<file path="src/hdl/tts_pkg.sv">
`timescale 1ns / 1ps
// ----------------------------------------------------------------------------
// tts_pkg
// Shared types, constants and microcode for the template token scanner.
// ----------------------------------------------------------------------------
package tts_pkg;

  localparam int TOKEN_CAPACITY = 32;

  localparam logic [7:0]  CH_PCT   = 8'h25;
  localparam logic [7:0]  CH_COLON = 8'h3a;
  localparam logic [39:0] PFX_HTML = "html:";
  localparam logic [15:0] PFX_H    = "h:";
  localparam logic [23:0] PFX_JS   = "js:";
  localparam logic [15:0] PFX_J    = "j:";

  typedef enum logic [1:0] {
    KIND_TEXT = 2'd0,
    KIND_NAME = 2'd1,
    KIND_END  = 2'd2
  } kind_t;

  typedef enum logic [1:0] {
    ENC_PLAIN = 2'd0,
    ENC_HTML  = 2'd1,
    ENC_JS    = 2'd2
  } enc_t;

  // output byte source
  typedef enum logic [1:0] {
    BSEL_C,
    BSEL_PCT,
    BSEL_RDATA,
    BSEL_ZERO
  } bsel_t;

  typedef enum logic [2:0] {
    J_NEXT,
    J_WAIT_IN,
    J_DISPATCH,
    J_IDX_END,
    J_GOTO
  } jump_t;

  // classification of the latched input byte
  typedef enum logic [2:0] {
    CL_TEXT,
    CL_OPEN,
    CL_PCT,
    CL_CLOSE,
    CL_BAD,
    CL_STORE
  } class_t;

  typedef logic [3:0] upc_t;

  localparam upc_t U_FETCH    = 4'd0;
  localparam upc_t U_DISPATCH = 4'd1;
  localparam upc_t U_TEXT_C   = 4'd2;
  localparam upc_t U_OPEN     = 4'd3;
  localparam upc_t U_PCT      = 4'd4;
  localparam upc_t U_STORE    = 4'd5;
  localparam upc_t U_ERR0     = 4'd6;
  localparam upc_t U_ERR_RD   = 4'd7;
  localparam upc_t U_ERR_EM   = 4'd8;
  localparam upc_t U_ERR_C    = 4'd9;
  localparam upc_t U_NAME0    = 4'd10;
  localparam upc_t U_NAME_RD  = 4'd11;
  localparam upc_t U_NAME_EM  = 4'd12;
  localparam upc_t U_END      = 4'd13;

  typedef struct packed {
    logic  take;
    logic  emit;
    kind_t kind;
    bsel_t bsel;
    logic  use_enc;
    logic  last;
    logic  open;
    logic  store;
    logic  close;
    logic  idx_zero;
    logic  idx_skip;
    logic  idx_inc;
    logic  ram_rd;
    logic  done;
    jump_t jump;
    upc_t  target;
  } uword_t;

  typedef struct packed {
    logic   in_valid;
    logic   out_free;
    logic   idx_end;
    class_t cls;
  } status_t;

  function automatic uword_t ucode(upc_t pc);
    uword_t w;
    w = '0;
    w.kind = KIND_TEXT;
    w.bsel = BSEL_C;
    w.jump = J_GOTO;
    w.target = U_FETCH;
    case (pc)
      U_FETCH: begin
        w.take = 1'b1;
        w.jump = J_WAIT_IN;
      end
      U_DISPATCH: begin
        w.jump = J_DISPATCH;
      end
      U_TEXT_C: begin
        w.emit = 1'b1;
        w.last = 1'b1;
        w.done = 1'b1;
      end
      U_OPEN: begin
        w.open = 1'b1;
        w.done = 1'b1;
      end
      U_PCT: begin
        w.emit = 1'b1;
        w.bsel = BSEL_PCT;
        w.last = 1'b1;
        w.close = 1'b1;
        w.done = 1'b1;
      end
      U_STORE: begin
        w.store = 1'b1;
        w.done = 1'b1;
      end
      U_ERR0: begin
        w.emit = 1'b1;
        w.bsel = BSEL_PCT;
        w.idx_zero = 1'b1;
        w.jump = J_NEXT;
      end
      U_ERR_RD: begin
        w.ram_rd = 1'b1;
        w.jump = J_IDX_END;
        w.target = U_ERR_C;
      end
      U_ERR_EM: begin
        w.emit = 1'b1;
        w.bsel = BSEL_RDATA;
        w.idx_inc = 1'b1;
        w.target = U_ERR_RD;
      end
      U_ERR_C: begin
        w.emit = 1'b1;
        w.last = 1'b1;
        w.close = 1'b1;
        w.done = 1'b1;
      end
      U_NAME0: begin
        w.idx_skip = 1'b1;
        w.jump = J_NEXT;
      end
      U_NAME_RD: begin
        w.ram_rd = 1'b1;
        w.jump = J_IDX_END;
        w.target = U_END;
      end
      U_NAME_EM: begin
        w.emit = 1'b1;
        w.kind = KIND_NAME;
        w.bsel = BSEL_RDATA;
        w.use_enc = 1'b1;
        w.idx_inc = 1'b1;
        w.target = U_NAME_RD;
      end
      U_END: begin
        w.emit = 1'b1;
        w.kind = KIND_END;
        w.bsel = BSEL_ZERO;
        w.use_enc = 1'b1;
        w.last = 1'b1;
        w.close = 1'b1;
        w.done = 1'b1;
      end
      default: begin
        w.jump = J_GOTO;
        w.target = U_FETCH;
      end
    endcase
    return w;
  endfunction

endpackage

</file>
<file path="src/hdl/tts_ram.sv">
`timescale 1ns / 1ps
// ----------------------------------------------------------------------------
// tts_ram
// Generic single-write, single-read RAM with registered read data.
// ----------------------------------------------------------------------------
module tts_ram #(
  parameter int WIDTH = 8,
  parameter int DEPTH = 32
) (
  input  logic                     clk,
  input  logic                     we,
  input  logic [$clog2(DEPTH)-1:0] waddr,
  input  logic [WIDTH-1:0]         wdata,
  input  logic                     re,
  input  logic [$clog2(DEPTH)-1:0] raddr,
  output logic [WIDTH-1:0]         rdata
);

  logic [WIDTH-1:0] mem [DEPTH];

  always_ff @(posedge clk) begin
    if (we) begin
      mem[waddr] <= wdata;
    end
    if (re) begin
      rdata <= mem[raddr];
    end
  end

endmodule

</file>
<file path="src/hdl/tts_seq.sv">
`timescale 1ns / 1ps
// ----------------------------------------------------------------------------
// tts_seq
// Microcode sequencer: step counter, control word lookup and jump logic.
// ----------------------------------------------------------------------------
module tts_seq (
  input  logic             clk,
  input  logic             rst,
  input  tts_pkg::status_t st,
  output tts_pkg::uword_t  ctrl,
  output logic             go
);

  tts_pkg::upc_t pc;
  tts_pkg::upc_t pc_next;
  tts_pkg::upc_t pc_inc;
  tts_pkg::upc_t dispatch;

  assign ctrl   = tts_pkg::ucode(pc);
  assign pc_inc = pc + tts_pkg::upc_t'(1);
  assign go     = !(ctrl.emit && !st.out_free) && !(ctrl.take && !st.in_valid);

  always_comb begin
    case (st.cls)
      tts_pkg::CL_TEXT:  dispatch = tts_pkg::U_TEXT_C;
      tts_pkg::CL_OPEN:  dispatch = tts_pkg::U_OPEN;
      tts_pkg::CL_PCT:   dispatch = tts_pkg::U_PCT;
      tts_pkg::CL_CLOSE: dispatch = tts_pkg::U_NAME0;
      tts_pkg::CL_BAD:   dispatch = tts_pkg::U_ERR0;
      tts_pkg::CL_STORE: dispatch = tts_pkg::U_STORE;
      default:           dispatch = tts_pkg::U_FETCH;
    endcase
  end

  always_comb begin
    pc_next = pc;
    if (go) begin
      case (ctrl.jump)
        tts_pkg::J_NEXT:     pc_next = pc_inc;
        tts_pkg::J_WAIT_IN:  pc_next = pc_inc;
        tts_pkg::J_DISPATCH: pc_next = dispatch;
        tts_pkg::J_IDX_END:  pc_next = st.idx_end ? ctrl.target : pc_inc;
        tts_pkg::J_GOTO:     pc_next = ctrl.target;
        default:             pc_next = tts_pkg::U_FETCH;
      endcase
    end
  end

  always_ff @(posedge clk) begin
    if (rst) begin
      pc <= tts_pkg::U_FETCH;
    end else begin
      pc <= pc_next;
    end
  end

endmodule

</file>
<file path="src/hdl/tts_dp.sv">
`timescale 1ns / 1ps
// ----------------------------------------------------------------------------
// tts_dp
// Datapath: input latch, token store, prefix tracking, index walk and
// output register.
// ----------------------------------------------------------------------------
module tts_dp #(
  parameter int TOKEN_CAPACITY = tts_pkg::TOKEN_CAPACITY
) (
  input  logic             clk,
  input  logic             rst,
  input  tts_pkg::uword_t  ctrl,
  input  logic             go,
  output tts_pkg::status_t st,
  input  logic             s_tvalid,
  input  logic [7:0]       s_tdata,
  input  logic             s_tlast,
  output logic             m_tvalid,
  input  logic             m_tready,
  output logic [7:0]       m_tdata,
  output logic             m_tlast,
  output logic [3:0]       m_tuser
);

  localparam int LEN_W = $clog2(TOKEN_CAPACITY);

  logic [7:0]       c;
  logic             fin;
  logic             in_token;
  logic [LEN_W-1:0] len;
  logic [LEN_W-1:0] idx;
  tts_pkg::enc_t    enc;
  logic             f_html;
  logic             f_h;
  logic             f_js;
  logic             f_j;
  logic             hit_html;
  logic             hit_h;
  logic             hit_js;
  logic             hit_j;
  logic [LEN_W-1:0] skip;
  tts_pkg::enc_t    enc_sel;
  logic [7:0]       rdata;
  logic             name_ok;
  logic             full;
  tts_pkg::class_t  cls;
  logic [7:0]       byte_sel;
  tts_pkg::kind_t   out_kind;
  tts_pkg::enc_t    out_enc;

  assign name_ok = c inside {["a":"z"], ["A":"Z"], ["0":"9"], ".", "_", "-",
                             tts_pkg::CH_COLON};
  assign full = len >= LEN_W'(TOKEN_CAPACITY - 1);

  always_comb begin
    if (!in_token) begin
      cls = (c == tts_pkg::CH_PCT) ? tts_pkg::CL_OPEN : tts_pkg::CL_TEXT;
    end else if (c == tts_pkg::CH_PCT) begin
      cls = (len == '0) ? tts_pkg::CL_PCT : tts_pkg::CL_CLOSE;
    end else if (full || !name_ok) begin
      cls = tts_pkg::CL_BAD;
    end else begin
      cls = tts_pkg::CL_STORE;
    end
  end

  assign st.in_valid = s_tvalid;
  assign st.out_free = !m_tvalid || m_tready;
  assign st.idx_end  = idx == len;
  assign st.cls      = cls;

  // per-position match of the incoming byte against each prefix
  always_comb begin
    hit_html = 1'b1;
    hit_h    = 1'b1;
    hit_js   = 1'b1;
    hit_j    = 1'b1;
    case (len)
      LEN_W'(0): begin
        hit_html = c == tts_pkg::PFX_HTML[39:32];
        hit_h    = c == tts_pkg::PFX_H[15:8];
        hit_js   = c == tts_pkg::PFX_JS[23:16];
        hit_j    = c == tts_pkg::PFX_J[15:8];
      end
      LEN_W'(1): begin
        hit_html = c == tts_pkg::PFX_HTML[31:24];
        hit_h    = c == tts_pkg::PFX_H[7:0];
        hit_js   = c == tts_pkg::PFX_JS[15:8];
        hit_j    = c == tts_pkg::PFX_J[7:0];
      end
      LEN_W'(2): begin
        hit_html = c == tts_pkg::PFX_HTML[23:16];
        hit_js   = c == tts_pkg::PFX_JS[7:0];
      end
      LEN_W'(3): hit_html = c == tts_pkg::PFX_HTML[15:8];
      LEN_W'(4): hit_html = c == tts_pkg::PFX_HTML[7:0];
      default: begin
      end
    endcase
  end

  always_comb begin
    if (f_html && len >= LEN_W'(5)) begin
      skip = LEN_W'(5);
      enc_sel = tts_pkg::ENC_HTML;
    end else if (f_h && len >= LEN_W'(2)) begin
      skip = LEN_W'(2);
      enc_sel = tts_pkg::ENC_HTML;
    end else if (f_js && len >= LEN_W'(3)) begin
      skip = LEN_W'(3);
      enc_sel = tts_pkg::ENC_JS;
    end else if (f_j && len >= LEN_W'(2)) begin
      skip = LEN_W'(2);
      enc_sel = tts_pkg::ENC_JS;
    end else begin
      skip = '0;
      enc_sel = tts_pkg::ENC_PLAIN;
    end
  end

  tts_ram #(
    .WIDTH(8),
    .DEPTH(TOKEN_CAPACITY)
  ) u_store (
    .clk  (clk),
    .we   (go && ctrl.store),
    .waddr(len),
    .wdata(c),
    .re   (go && ctrl.ram_rd),
    .raddr(idx),
    .rdata(rdata)
  );

  always_ff @(posedge clk) begin
    if (go && ctrl.take) begin
      c   <= s_tdata;
      fin <= s_tlast;
    end
    if (go && ctrl.open) begin
      f_html <= 1'b1;
      f_h    <= 1'b1;
      f_js   <= 1'b1;
      f_j    <= 1'b1;
    end else if (go && ctrl.store) begin
      f_html <= f_html && hit_html;
      f_h    <= f_h && hit_h;
      f_js   <= f_js && hit_js;
      f_j    <= f_j && hit_j;
    end
    if (go && ctrl.idx_zero) begin
      idx <= '0;
    end else if (go && ctrl.idx_skip) begin
      idx <= skip;
      enc <= enc_sel;
    end else if (go && ctrl.idx_inc) begin
      idx <= idx + LEN_W'(1);
    end
  end

  always_ff @(posedge clk) begin
    if (rst) begin
      in_token <= 1'b0;
      len      <= '0;
    end else if (go) begin
      if (ctrl.done && fin) begin
        in_token <= 1'b0;
        len      <= '0;
      end else if (ctrl.open) begin
        in_token <= 1'b1;
        len      <= '0;
      end else if (ctrl.store) begin
        len <= len + LEN_W'(1);
      end else if (ctrl.close) begin
        in_token <= 1'b0;
        len      <= '0;
      end
    end
  end

  always_comb begin
    case (ctrl.bsel)
      tts_pkg::BSEL_C:     byte_sel = c;
      tts_pkg::BSEL_PCT:   byte_sel = tts_pkg::CH_PCT;
      tts_pkg::BSEL_RDATA: byte_sel = rdata;
      tts_pkg::BSEL_ZERO:  byte_sel = 8'h00;
      default:             byte_sel = 8'h00;
    endcase
  end

  // output register
  always_ff @(posedge clk) begin
    if (rst) begin
      m_tvalid <= 1'b0;
    end else if (go && ctrl.emit) begin
      m_tvalid <= 1'b1;
    end else if (m_tready) begin
      m_tvalid <= 1'b0;
    end
  end

  always_ff @(posedge clk) begin
    if (go && ctrl.emit) begin
      m_tdata  <= byte_sel;
      m_tlast  <= ctrl.last;
      out_kind <= ctrl.kind;
      out_enc  <= ctrl.use_enc ? enc : tts_pkg::ENC_PLAIN;
    end
  end

  assign m_tuser = {out_enc, out_kind};

endmodule

</file>
<file path="src/hdl/template_token_scanner_core.sv">
`timescale 1ns / 1ps
// ----------------------------------------------------------------------------
// template_token_scanner_core
// Percent-delimited token scanner for template byte streams.
// ----------------------------------------------------------------------------
// Sequencing: an input byte is latched in the fetch step and classified in
// the dispatch step, and its first result, if any, is then registered onto
// m_tvalid. A new input byte is taken only once the last one is finished.
// A closing percent reads and emits, one by one, the M name bytes left after
// the prefix, a bad byte the N stored bytes, since the token store has one read
// port; any result can also wait on m_tready.
// Reset (rst, synchronous): scanner returns to plain text, output empties.
// ----------------------------------------------------------------------------
module template_token_scanner_core #(
  parameter int TOKEN_CAPACITY = tts_pkg::TOKEN_CAPACITY
) (
  input  logic       clk,
  input  logic       rst,
  input  logic       s_tvalid,
  output logic       s_tready,
  input  logic [7:0] s_tdata,  // [7:0] data_byte
  input  logic       s_tlast,  // final_req
  output logic       m_tvalid,
  input  logic       m_tready,
  output logic [7:0] m_tdata,  // [7:0] out_byte
  output logic       m_tlast,  // last
  output logic [3:0] m_tuser   // [1:0] kind, [3:2] encoding
);

  tts_pkg::uword_t  ctrl;
  tts_pkg::status_t st;
  logic             go;

  assign s_tready = ctrl.take;

  tts_seq u_seq (
    .clk (clk),
    .rst (rst),
    .st  (st),
    .ctrl(ctrl),
    .go  (go)
  );

  tts_dp #(
    .TOKEN_CAPACITY(TOKEN_CAPACITY)
  ) u_dp (
    .clk     (clk),
    .rst     (rst),
    .ctrl    (ctrl),
    .go      (go),
    .st      (st),
    .s_tvalid(s_tvalid),
    .s_tdata (s_tdata),
    .s_tlast (s_tlast),
    .m_tvalid(m_tvalid),
    .m_tready(m_tready),
    .m_tdata (m_tdata),
    .m_tlast (m_tlast),
    .m_tuser (m_tuser)
  );

  a_one_item: assert property (@(posedge clk) disable iff (rst)
    s_tvalid && s_tready |=> !s_tready)
    else $error("input taken on consecutive cycles");

  a_end_last: assert property (@(posedge clk) disable iff (rst)
    m_tvalid && m_tuser[1:0] == tts_pkg::KIND_END |-> m_tlast)
    else $error("end marker without last");

  a_text_plain: assert property (@(posedge clk) disable iff (rst)
    m_tvalid && m_tuser[1:0] == tts_pkg::KIND_TEXT |-> m_tuser[3:2] == tts_pkg::ENC_PLAIN)
    else $error("text result with encoding");

  a_no_take_busy: assert property (@(posedge clk) disable iff (rst)
    m_tvalid && !m_tready && !s_tready |=> m_tvalid)
    else $error("pending result lost");

endmodule
</file>
<file path="config.mk">
export PLATFORM = sky130hd
export DESIGN_NAME = template_token_scanner_core
export DESIGN_NICKNAME = d
export VERILOG_FILES = /design/src/hdl/tts_pkg.sv /design/src/hdl/tts_ram.sv /design/src/hdl/tts_seq.sv /design/src/hdl/tts_dp.sv /design/src/hdl/template_token_scanner_core.sv
export SDC_FILE = /design/constraint.sdc
export NUM_CORES = 1
export LEC_CHECK = 0
export BUFFER_PORTS_ARGS = -buffer_cell sky130_fd_sc_hd__buf_2
export CAP_MARGIN = 10
export CORE_ASPECT_RATIO = 0.6
export CORE_UTILIZATION = 55
export DETAILED_ROUTE_END_ITERATION = 7
export PLACE_DENSITY = 0.77
export SYNTH_ARGS = -nofsm -noshare
export SYNTH_HDL_FRONTEND = slang
export SYNTH_HIERARCHICAL = 1
export SYNTH_SLANG_ARGS = --single-unit
</file>
<file path="constraint.sdc">
create_clock -name clk -period 2.76 [get_ports clk]
set_input_delay 0.69 -clock clk [delete_from_list [all_inputs] [get_ports clk]]
set_output_delay 0.69 -clock clk [all_outputs]
set_load 0.02 [all_outputs]
</file>
### After elaboration in Yosys (flattened, before gate mapping)

Memories as Yosys holds them, arrays and structs flattened. A register that Yosys moved wholly into a read port is not among the register bits.
Cells that the tools add are included.

| storage, ports and cells | value |
|---|---|
| memory bits (writable) | 256 |
| memories | 1 |
| output and inout bits | 15 |
| input port bits | 13 |
| flip-flop bits (word level) | 44 |

| cells by class | value |
|---|---|
| add/sub/neg operators | 3 |
| bitwise gates (word level) | 1 |
| reduce and logical (&&, ||, !) cells | 55 |
| magnitude comparators | 10 |
| muxes and demuxes | 49 |
| equality and inequality tests | 42 |

Memories:

| memory | depth | bits a word | rd ports | clocked after memory_dff | wr ports | line | text |
|---|---|---|---|---|---|---|---|
| u_dp.u_store.mem | 32 | 8 | 1 | 1 | 1 | tts_ram.sv:19 | `logic [WIDTH-1:0] mem [DEPTH];` |

Operator list:

| kind | number |
|---|---|
| $eq 8x7->1 const B | 7 |
| $mux 5 | 9 |
| $eq 8x6->1 const B | 4 |
| $pmux 4 s4 | 2 |
| $pmux 8 s4 | 1 |
| $eq 4x4->1 const B | 6 |
| $pmux 4 s6 | 1 |
| $logic_and 1x1->1 | 23 |
| $mux 1 | 23 |
| $eq 4x3->1 const B | 4 |
| $ge 8x7->1 const B | 2 |
| $le 8x7->1 const B | 2 |
| $reduce_or 2->1 | 7 |
| $eq 3x2->1 const B | 4 |
| $pmux 3 s4 | 1 |
| $add 5x1->5 const B | 2 |
| $eq 5x2->1 const B | 2 |
| $ge 5x2->1 const B | 2 |
| $eq 3x3->1 const B | 3 |
| $eq 4x2->1 const B | 2 |
| $ge 8x6->1 const B | 1 |
| $le 8x6->1 const B | 1 |
| $reduce_bool 7->1 | 1 |
| $reduce_or 7->1 | 1 |
| other kinds (34) | 49 |

### Depth between registers and ports, before layout

Gate-level depths: netlist of run 1.

| logic depth | value |
|---|---|
| depth in word-level cells | 11 |
| depth in mapped cells | 11 |
| gate-level depth less buffers | 10 |

### By module

Netlist of run 1, hierarchy kept.

Modules (own cells, without submodules):

| module | cells an instance | area each (µm²) | times used |
|---|---|---|---|
| tts_ram | 417 | 10133.5 | 1 |
| tts_dp | 234 | 2284.7 | 1 |
| tts_seq | 115 | 798.3 | 1 |

### Worst setup path before layout of run 1

OpenSTA, ideal clock, no wires.

| timing | value |
|---|---|
| path type | register -> register |
| start | register u_seq.pc[0] |
| end | memory u_dp.u_store.mem[28][0] (enable) |
| stages on the path, launching flop included | 11 |
| data arrival time | 2605 ps |
| period minus slack after synthesis | 2975 ps |
| library setup time | 370 ps |
| setup slack | -215 ps |
| data required time | 2390 ps |
| cells stage by stage | dfxtp_1 inv_1 ha_1 buf_4 nor2_1 a221oi_2 nor2_1 and2_1 or3b_2 clkbuf_1 nor2_1 |

| between the ends | value |
|---|---|
| cells in the longest elaborated chain, start to end | 9 |

RTL lines:

| what | line | text |
|---|---|---|
| start, declared | tts_seq.sv:14 | `tts_pkg::upc_t pc;` |
| start signal, assigned | tts_seq.sv:51 | `pc <= tts_pkg::U_FETCH;` |
| start signal, assigned | tts_seq.sv:53 | `pc <= pc_next;` |
| $eq 4x2->1, or another cell as far along | tts_pkg.sv:105 | `case (pc)` |
| $reduce_or 7->1 (no line) | n/a |  |
| $mux 1 | tts_pkg.sv:105 |  |
| $logic_and 1x1->1 | tts_seq.sv:21 | `assign go = !(ctrl.emit && !st.out_free) && !(ctrl.take && !st.in_valid);` |
| $logic_not 1->1 | tts_seq.sv:21 |  |
| $logic_and 1x1->1 (*) | tts_seq.sv:21 |  |
| named net go | template_token_scanner_core.sv:32 | `logic go;` |
| $logic_and 1x1->1 (*) | tts_dp.sv:126 | `.we (go && ctrl.store),` |
| $mux 1 (*) | tts_ram.sv:22 | `if (we) begin` |
| $mux 1 (not written as such) (*) | tts_ram.sv:23 | `mem[waddr] <= wdata;` |
| end, declared | tts_ram.sv:19 |  |

The timed path passes the listed nets; every way through them passes the cells marked *.

### Worst setup path in the final report of run 1

| timing | value |
|---|---|
| start | register u_seq.pc[1] |
| end | memory u_dp.u_store.mem[0][4] (enable) |

The elaborated chain is that of the path after synthesis.

==> impl_metrics.toml, run 1 <==
[grt]
grt_usage_pct = 26.4
grt_max_degree = 38
overflow = 0
grt_pass1_wl_mm = 46.6
antenna_found_initial = 0
grt_pass1_vias = 7111

[synthesis]
avgSynthCellArea_sq_um = 17.4
synth_cells = 758
yosys_warnings = 6
syn-num-nets = 781
netlist_area_sq_um = 13200

[timing]
max_freq_mhz = 376
post-route-period-util_pct = 96.3
whs_ns = 0.321
finalHoldViolations = 0
setup_violations = 0
slew_headroom_pct = 52.7
finalClockSkew_ns = 0.0124
drv_slew = 0
rsz0062_at_grt = "false"
fin_setup_tns_ns = 0
worstMarginPinSlew_ns = 0.709
period_minus_slack_ns = 2.66

[run]
maxCapViolCount = 0

[final_layout]
fin_cells = 1158
drive_gt1_share_pct = 31.4
most-common-layout-cells = "edfxtp_1 (288), mux4_2 (80), buf_4 (49)"
fin_nets = 845
n_antenna_cell = 0
syn_to_final_growth_pct = 13.8
finalInstanceArea_sq_um = 15000
fill_cells = 1615
layout_commonest_cell = "edfxtp_1"

[worst_hold_path]
hp-start = "s_tdata[1]"
hold_path_class = "in2reg"

[power_and_ir_drop]
powerDensity_nw_per_um2 = 844
power_mw = 12.6
total_leakage_power_nw = 4.84
ir_drop_v = 0.000876

[worst_setup_path]
path_cells = "buf_4, ha_1, nor2_1, a221oi_2, nor2_2, and2_2, or3b_4, nor2_4"
arrival_ns = 2.88
cp-startpoint = "u_seq/pc[1]$_SDFFE_PP0P_"
worstSetupPathType = "reg2reg"
slowest_delay_ns = 0.55
end_kind = "flop"
required_ns = 2.98
worst-path-buf-inv = 1
reg2reg_from = "u_seq/pc[1]$_SDFFE_PP0P_"
cp-start-kind = "flop"
cp_top_family = "simple AND/OR/NAND/NOR gates"
crit_slowest_cell = "or3b_4"
cp_max_fo = 8

[die]
io_pins = 28
core_area_sq_um = 23300
placementRows = 43
die_h_um = 122
die_w_um = 202
start_util_pct = 56.5
fp.dieArea_sq_um = 24600

[clock_network]
clockRootBuffer = "clkbuf_16"
cts.sinks = 308
cts_htree_levels = 1
cts_tree = "yes"
clk_latency_ns = 0.55
clock_path_buffers = 3
cts_buffers = 27
path_clk_slew_ns = 0.07

[placed_design]
dp.cells = 1107
portBuffers = 27
place_area_sq_um = 14000
gp_congestion = 0.920
hpwlAfterDp_mm = 21.3

[drt]
wirelength_mm = 31.5
via_count = 7499
postRouteAntennaNets = 0
drc = 0
firstDrtPassIters = 6
via_per_inst = 6.48
drt_iter0_drc = 1066
wl_per_cell_um = 27.2

[outcome]
status = "finished, final reports clean"
## layout make-up
type                       instances  area, sq um  area share, %
clock buffer                      30          687           4.58
sequential                       308         9050           60.4
timing repair buffer              80          583           3.89
clock inverter                    20          253           1.69
multi-input combinational        391         3970           26.5
inverter                          14         52.6          0.351
tap                              315          394           2.63
## repair_timing
item	CTS	global route
resized for setup	9	20
pin swaps	0	3
hold buffers	0	0
endpoints found under the setup margin	128	201
buffers inserted	0	1
## path summary, 6_finish.rpt
check                                     endpoint  depth (start not counted)  slack [ns]
setup / recovery  u_dp/u_store/mem[0][4]$_DFFE_PP_                          8        0.10
hold reg to reg              u_dp/f_j$_SDFFE_PP1P_                          1        0.51
setup reg to reg  u_dp/u_store/mem[0][4]$_DFFE_PP_                          8        0.10
hold / removal                 u_dp/c[1]$_DFFE_PP_                          1        0.32
## through the flow
step,setup WS (ns),utilization [%]
after floorplan,0.0327,-
after global placement,-0.0862,59.9
after detailed placement,-0.176,59.9
after CTS,-0.00283,64.0
after global routing,0.0377,64.3
final,0.103,64.3
## worst reg2reg max path, cell delays in order (launching register included)
cell      delay, ns
dfxtp_1        0.34
buf_4          0.15
ha_1           0.19
nor2_1         0.28
a221oi_2       0.13
nor2_2         0.15
and2_2         0.23
or3b_4         0.55
nor2_4         0.32
## flip-flops by register name, indices dropped and copies added (netlist names), 4 cells and up
| register | flops |
|---|---|
| u_dp/u_store/mem | 256 |
| u_dp/c | 8 |
| u_dp/m_tdata | 8 |
| u_dp/u_store/rdata | 8 |
| u_dp/idx | 5 |
| u_dp/len | 5 |
| u_seq/pc | 4 |
## layer usage
metal,track usage (%),vias to the layer above,part of all wire (%)
li1,-,3182,-
met1,42.5,3757,43
met2,33.1,525,40
met3,10.6,33,16
met4,4.17,2,1.1
met5,4.56,-,0.43
## power breakdown
group / internal, mW / switching [mW] / leakage (nW)
combinational: 1.00 / 1.66 / 1.61
sequential: 5.75 / 0.202 / 2.77
clock: 2.36 / 1.67 / 0.459
(Power assumes the default switching activity.)
==> run 2, diff against run 1 <==
Settings changed: BUFFER_PORTS_ARGS -buffer_cell sky130_fd_sc_hd__buf_2 to not set, DONT_BUFFER_PORTS set to 1, PLACE_DENSITY 0.77 to 0.76, SYNTH_HIERARCHICAL 1 to not set.
==> impl_metrics.toml, run 2 <==
[drt]
via_count = 7260
firstDrtPassIters = 5
postRouteAntennaNets = 0
drt_iter0_drc = 774
wl_per_cell_um = 27.5
drc = 0
via_per_inst = 6.42
wirelength_mm = 31.1

[clock_network]
clock_path_buffers = 3
path_clk_slew_ns = 0.07
cts_tree = "yes"
clockRootBuffer = "clkbuf_16"
clk_latency_ns = 0.56
cts.sinks = 308
post_cts.repair.setup_buffers = 0
cts_buffers = 28
cts_hold_buf = 0
cts_htree_levels = 1

[synthesis]
synth.distinct_cells = 69
synth-seq-cells = 308
yosys.area.top_type_share_pct = 66.9
yosys-top-cells-area = "edfxtp_1 (67%), mux4_2 (14%), dfxtp_1 (3.1%), nor2_1 (1.7%), ha_1 (0.97%)"
netlist_area_sq_um = 12900
synth-compound-area-share_pct = 5.09
synth_most_common_cell = "edfxtp_1"
synth_top_family_by_area = "multiplexers"
synth_cells = 731
synthFlopType = "edfxtp_1"
ys_seq_area_share_pct = 70.0
avgSynthCellArea_sq_um = 17.7
synthAdderAreaFrac_pct = 0.968
synth_edf_count = 288
async_flop_share_pct = 0
synthMuxAreaShare_pct = 15.0
yosys_warnings = 0
synth_xor_area_share_pct = 0.678
syn-num-nets = 754
synthSimpleGateAreaFrac_pct = 6.36
yosys.area.top_type = "edfxtp_1"
synth_common_cells = "edfxtp_1 (288), mux4_2 (80), nor2_1 (58), nand2_1 (33), clkbuf_1 (31)"

[worst_setup_path]
required_ns = 2.07
r2r-end = "u_dp.u_store.mem[11][4]$_DFFE_PP_"
cp-start-kind = "flop"
path_cells = "inv_2, ha_2, buf_6, or3b_4, inv_2"
cp_max_fo = 12
reg2reg_from = "u_seq.pc[0]$_SDFFE_PP0P_"
ff2ff_path_depth = 8
r2r_slack_ns = 0.15
arrival_ns = 1.98
cp-startpoint = "u_seq.pc[0]$_SDFFE_PP0P_"
worstSetupPathType = "reg2out"
end_kind = "output port"
crit_slowest_cell = "or3b_4"
cp_common_cell = "inv_2"
slowest_delay_ns = 0.43

[timing]
fin_setup_tns_ns = 0
period_minus_slack_ns = 2.67
finalClockSkew_ns = 0.0253
slew_headroom_pct = 52.3
setup_violations = 0
finalHoldViolations = 0
max_freq_mhz = 375
rsz0062_at_grt = "false"
whs_ns = 0.198
worstMarginPinSlew_ns = 0.709
drv_slew = 0
post-route-period-util_pct = 96.7

[power_and_ir_drop]
p_sw_mw = 4.60
pwr-share-clk_pct = 27.2
total_leakage_power_nw = 4.79
ir_drop_v = 0.000678
pwr-share-comb_pct = 30.1
swShare_pct = 31.6
power_mw = 14.5
pwr-share-seq_pct = 42.7
internal_power_mw = 9.94
powerDensity_nw_per_um2 = 991

[final_layout]
fill_cells = 1600
fin_cells = 1131
syn_to_final_growth_pct = 13.6
layout_commonest_cell = "edfxtp_1"
most-common-layout-cells = "edfxtp_1 (288), mux4_2 (80), buf_4 (72)"
multi_input_area_sq_um = 3650
largest_reg_flops = 256
regArea_sq_um = 9060
drive_gt1_share_pct = 27.9
fin_nets = 816
top_register = "u_dp.u_store.mem"
finalInstanceArea_sq_um = 14700

[placed_design]
gp_congestion = 0.945
hpwlAfterDp_mm = 20.6
place_area_sq_um = 13700
dp.cells = 1078
portBuffers = 0

[grt]
grt_max_degree = 44
antenna_found_initial = 3
grt_pass1_wl_mm = 45.7
overflow = 0
grt_usage_pct = 26.8
grt_pass1_vias = 6921

[run]
maxCapViolCount = 0

[die]
placementRows = 43
io_pins = 28
fp.dieArea_sq_um = 24100
start_util_pct = 56.0
die_h_um = 121
die_w_um = 200
core_area_sq_um = 23100

[worst_hold_path]
hold_path_class = "in2reg"
hp-start = "rst"
hold_depth = 1
min_to = "u_seq.pc[3]$_SDFFE_PP0P_"

[outcome]
status = "finished, final reports clean"
## run 2: area by class of cell
class                   count  share of cell area [%]
repair buffers             75                    4.03
clock inverters            18                    1.28
flip-flops and latches    308                    61.7
diodes                      1                  0.0171
well taps                 315                    2.69
clock buffers              34                    5.07
inverters                  12                   0.307
multi-input cells         368                    24.9
## run 2: how the worst max path moves through the flow
stage | end | cells after the start
6_report | s_tready | 5
5_1_grt | s_tready | 5
4_1_cts | u_dp.u_store.mem[8][7]$_DFFE_PP_ | 8
3_5_place_dp | u_dp.u_store.mem[11][4]$_DFFE_PP_ | 8
3_3_place_gp | u_dp.u_store.mem[11][2]$_DFFE_PP_ | 8
2_1_floorplan | u_dp.m_tdata[0]$_DFFE_PP_ | 5
## run 2: what timing repair did
action	CTS	global route
hold endpoints to repair	0	0
endpoints found under the setup margin	24	191
resized for setup	3	8
## run 2: per-layer routing
metal | vias up | global-route usage (%) | part of all wire (%)
met5 | - | 0 | 0.093
met4 | 4 | 4.72 | 1.5
li1 | 3087 | - | -
met1 | 3715 | 43.5 | 45
met3 | 47 | 9.46 | 13
met2 | 407 | 34.8 | 40
## run 2: cell families after synthesis
group | after synthesis
AO/OA/AOI/OAI | 94
adder cells (fa/ha/maj) | 10
AND/OR/NAND/NOR | 162
buffers and inverters | 55
XOR/XNOR | 10
multiplexers | 92
flip-flops | 308
## run 2: critical path, delay by kind of cell, from the launching register on
family        cells  cell delay (ns)
simple gates      1             0.43
flops             1             0.36
fa+ha+maj         1             0.23
buf+inv           3             0.40
## run 2: power by group through the flow
stage | Combinational [mW] | Clock, mW | Sequential (mW)
final | 4.38 | 3.95 | 6.21
after global routing | 4.68 | 4.16 | 6.23
after CTS | 4.37 | 3.99 | 6.20
after detailed placement | 4.32 | 0 | 6.29
after global placement | 4.22 | 0 | 6.29
after floorplan | 2.65 | 0 | 6.43
## run 2: through the flow
| stage | utilization (%) | setup slack [ns] |
|---|---|---|
| finish | 63.6 | 0.0904 |
| global placement | 59.4 | 0.0109 |
| CTS | 63.5 | -0.0350 |
| global route | 63.6 | 0.0232 |
| detailed placement | 59.4 | -0.0469 |
| floorplan | - | 0.115 |
